[config.mk]
export PLATFORM = sky130hd
export DESIGN_NAME = clf_mul
export DESIGN_NICKNAME = d
export VERILOG_FILES = /design/src/design/clf_pkg.sv /design/src/design/clf_mul.sv
export SDC_FILE = /design/constraint.sdc
export NUM_CORES = 2
export LEC_CHECK = 0
export BUFFER_PORTS_ARGS = -buffer_cell sky130_fd_sc_hd__clkbuf_2
export CAP_MARGIN = 0
export CORE_MARGIN = 2
export CORE_UTILIZATION = 25
export CTS_CLUSTER_DIAMETER = 80
export CTS_CLUSTER_SIZE = 12
export DETAILED_ROUTE_END_ITERATION = 8
export MAX_ROUTING_LAYER = met4
export PLACE_DENSITY = 0.43
export SYNTH_ARGS = -nofsm -noshare
export SYNTH_HDL_FRONTEND = slang
export SYNTH_SLANG_ARGS = --single-unit
[constraint.sdc]
create_clock -name clk -period 10.2 [get_ports clk]
set_clock_uncertainty 0.15 [all_clocks]
set_input_delay 0.51 -clock clk [delete_from_list [all_inputs] [get_ports clk]]
set_output_delay 0.51 -clock clk [all_outputs]
set_load 0.005 [all_outputs]
[src/design/clf_pkg.sv]
// Shared types, constants and fixed-point helpers for the cascaded line-follow controller.
package clf_pkg;

	localparam int PWM_LOW_DEF      = -8000;
	localparam int PWM_HIGH_DEF     = 8000;
	localparam int OUTER_DIVIDE_DEF = 2;

	localparam int GAIN_W = 32;
	localparam int SIG_W  = 16;
	localparam int NUM_W  = 56;  // filter numerator width
	localparam int DIV_W  = 36;  // divider dividend width after the Q20 shift

	localparam logic [2:0] REG_LINE_KP  = 3'd0;
	localparam logic [2:0] REG_LINE_KD  = 3'd1;
	localparam logic [2:0] REG_YAW_KP   = 3'd2;
	localparam logic [2:0] REG_YAW_KD   = 3'd3;
	localparam logic [2:0] REG_LEFT_KP  = 3'd4;
	localparam logic [2:0] REG_LEFT_KI  = 3'd5;
	localparam logic [2:0] REG_RIGHT_KP = 3'd6;
	localparam logic [2:0] REG_RIGHT_KI = 3'd7;

	typedef enum logic [4:0] {
		S_IDLE,
		S_LD_MUL,
		S_LD_DIV,
		S_LD_WAIT,
		S_LP_MUL,
		S_YF_DIV,
		S_YF_WAIT,
		S_YD_MUL,
		S_YD_DIV,
		S_YD_WAIT,
		S_YP_MUL,
		S_YP_SUM,
		S_W_ERR,
		S_W_KP,
		S_W_KI,
		S_W_ACC,
		S_OUT
	} state_t;

	typedef struct packed {
		logic start;
		logic shift20;
	} div_req_t;

	function automatic logic signed [31:0] sat32(input logic signed [47:0] x);
		logic signed [31:0] r;
		if (x > 48'sd2147483647) begin
			r = 32'sh7fffffff;
		end else if (x < -48'sd2147483648) begin
			r = 32'sh80000000;
		end else begin
			r = x[31:0];
		end
		return r;
	endfunction

	// divide by 2^20, truncating toward zero
	function automatic logic signed [45:0] trunc_q20(input logic signed [65:0] x);
		logic signed [65:0] t;
		t = x + (x[65] ? 66'sd1048575 : 66'sd0);
		return t[65:20];
	endfunction

endpackage

[src/design/clf_mul.sv]
// Shared signed 32x32 multiplier with a registered product.
module clf_mul (
	input  logic                     clk,
	input  logic signed [31:0]       a,
	input  logic signed [31:0]       b,
	output logic signed [63:0]       p_q
);
	import clf_pkg::*;

	always_ff @(posedge clk) begin
		p_q <= 64'(a) * 64'(b);
	end

endmodule

==> summary.txt <==
Outcome
  – Status: completed

Yosys
  – Synthesized area: 37240 sq um
  – FFs w/ async S/R, synth: 0%
  – Avg Inst Size Synth: 9.589 sq um
  – Syn. warnings: 0
  – Post-synth net total: 5215
  – Synth Register Bits: 64
  – Sequential area share after synthesis: 3.440%
  – Top_reg_cell synth: dfxtp_1
  – Post-synth EDFFs: 0
  – Post-synth cell types: 63
  – Synth Instances: 3884

Detailed routing
  – Initial DRC count: 1166
  – Final wirelength: 113.5 mm
  – Final ANT Viol Nets: 0
  – Via/cell ratio: 4.293
  – Drt first pass iters: 5
  – Average routed wire per standard cell: 19.47 um
  – Residual DRC: 0
  – Vias post-DR: 25020

Critical path
  – Worst-path cell with the longest stage delay: nor3_1
  – Critical path startpoint: b[3]
  – Crit Path Max Fanout: 20
  – Setup crit end: p_q[62]$_DFF_P_
  – Crit end category: flop
  – Required @ worst endpoint: 10360 ps
  – CP Class: input pin to flop
  – Top cell by count, worst path: fa_1
  – Critical Path Start Type: input pin
  – CP max stage delay: 680 ps
  – CP arrival: 9500 ps

Global routing
  – Vias in the first global route: 28780
  – Initial antenna violation count: 11
  – Gr usage total: 16.24%
  – Grt total ovfl: 0
  – Largest net degree at the start of global routing: 33
  – First-pass GRT wire length: 179.9 mm

STA
  – WHS: 796.2 ps
  – Final Hold Vio Count: 0
  – Final period util: 91.58%
  – Slew margin rel.: 20.15%
  – Number of setup violations in the final report: 0
  – Worst-margin pin slew: 1198 ps
  – Fin crit period: 9342 ps
  – RSZ-0062 raised after global routing: no
  – Total negative slack: 0 ps
  – Final setup margin: 858.5 ps
  – Final max-slew violation count: 0
  – Maximum operating frequency: 107.0 MHz

Place
  – Port-buffer cells: 128
  – Pre-CTS WS: 438.1 ps
  – HPWL Detailed: 96.01 mm
  – GP Congestion: 0.8429

Clocking
  – CTS buffer count: 9
  – Root buffer cell: clkbuf_16
  – CTS clk-pin slew, worst paths: 60 ps
  – Sink Count: 64
  – Post_cts resized: 0
  – Post-CTS setup repair buffer count: 0
  – TritonCTS clock tree: built
  – CTS hold repair buffers: 0
  – H-Tree Depth: 3
  – Max clock buf depth: 2

Die
  – Die Y: 390.0 um
  – Die width: 390.0 um
  – Top Ports: 129
  – Die area: 152100 sq um
  – Initial Utilization: 25.19%
  – Core area: 147800 sq um
  – Site row count: 141

Final layout
  – Commonest non-fill, non-tap cells in the layout: 1082 x fa_1, 952 x inv_1, 516 x and2_1
  – Nets: 5216
  – Fin util: 27.31%
  – Largest regs: p_q x64
  – Most common cell after layout, fill and taps aside: fa_1
  – Area growth syn-to-layout: 8.413%
  – Final-layout fill cell count: 15940
  – Largest register FFs: 64
  – Layout cell share with drive strength beyond 1: 5.888%
  – Register name with the most flops: p_q

Worst hold path
  – Worst hold path class: input pin to flop

Flow run
  – Max-Cap Viols: 0
-- worst min path at each step --
stage	from	to	slack, ps	cells after the start
floorplan	b[0]	p_q[0]$_DFF_P_	490	1
global placement	p_q[7]$_DFF_P_	p_q[7]	730	1
detailed placement	p_q[6]$_DFF_P_	p_q[6]	730	1
CTS	a[0]	p_q[0]$_DFF_P_	800	3
global route	a[0]	p_q[0]$_DFF_P_	840	3
finish	a[0]	p_q[0]$_DFF_P_	800	3
-- synth_stat cells (4+ instances only) --
cell type,number,share of area (%)
xnor2_1,53,1.2
o21bai_1,15,0.30
a21o_1,23,0.46
a211oi_1,4,0.081
o21ai_0,28,0.38
clkbuf_1,195,2.0
nand2_1,511,5.2
fa_1,1082,58
o21a_1,4,0.081
a31oi_1,12,0.20
nor2_1,42,0.42
dfxtp_1,64,3.4
xor2_1,22,0.52
nand2b_1,9,0.15
or3_1,4,0.067
ha_1,184,6.2
nand3_1,15,0.20
and2_1,516,8.7
and3_1,7,0.12
a21oi_1,68,0.91
o31ai_1,6,0.12
inv_1,952,9.6
nand4_1,7,0.12
nor3_1,6,0.081
-- final cells by class --
cell class / count / area, sq um / share of cell area, %
multi-input cells: 2668 / 31640 / 78.36
clock inverters: 2 / 60.06 / 0.1487
flip-flops and latches: 64 / 1281 / 3.173
clock buffers: 13 / 280.3 / 0.6942
repair buffers: 190 / 1106 / 2.739
inverters: 952 / 3573 / 8.851
well taps: 1930 / 2415 / 5.981
diodes: 9 / 22.52 / 0.05578
-- through the flow --
step,instance area (sq um),instances
6_report,40380,5828
5_1_grt,40370,5824
4_1_cts,40350,5819
3_5_place_dp,40010,5804
3_3_place_gp,40010,5804
2_1_floorplan,37240,3884
-- logic make-up (layout without fill, tap and decap cells) --
kind of cell               Yosys count  count (layout)  share of synthesized area [%]
other                                0               9                              0
adders and majority gates         1266            1266                          64.34
and+or+nand+nor                   1134            1134                          15.37
xor gates and xnor gates            75              75                          1.764
AOI/OAI and AO/OA                  193             193                          3.464
DFF                                 64              64                          3.440
buffers and inverters             1152            1157                          11.62
-- critical path, delay by kind of cell --
family / cells / cell delay (ps)
and+or+nand+nor: 4 / 1240
xor gates and xnor gates: 1 / 150
adders and majority gates: 9 / 4400
AOI/OAI and AO/OA: 5 / 1600
buffers and inverters: 7 / 1570
-- layer usage --
metal	global-route usage, %	vias to the layer above	routed length, um
met3	1.876	88	3542
met1	20.35	13480	48660
met2	28.15	397	58910
met5	-	-	0
li1	-	11060	-
met4	3.468	0	2356
Power is left out: the tool's default activity adds up to more than one toggle a clock period on the data nets, which glitch-free logic cannot reach.
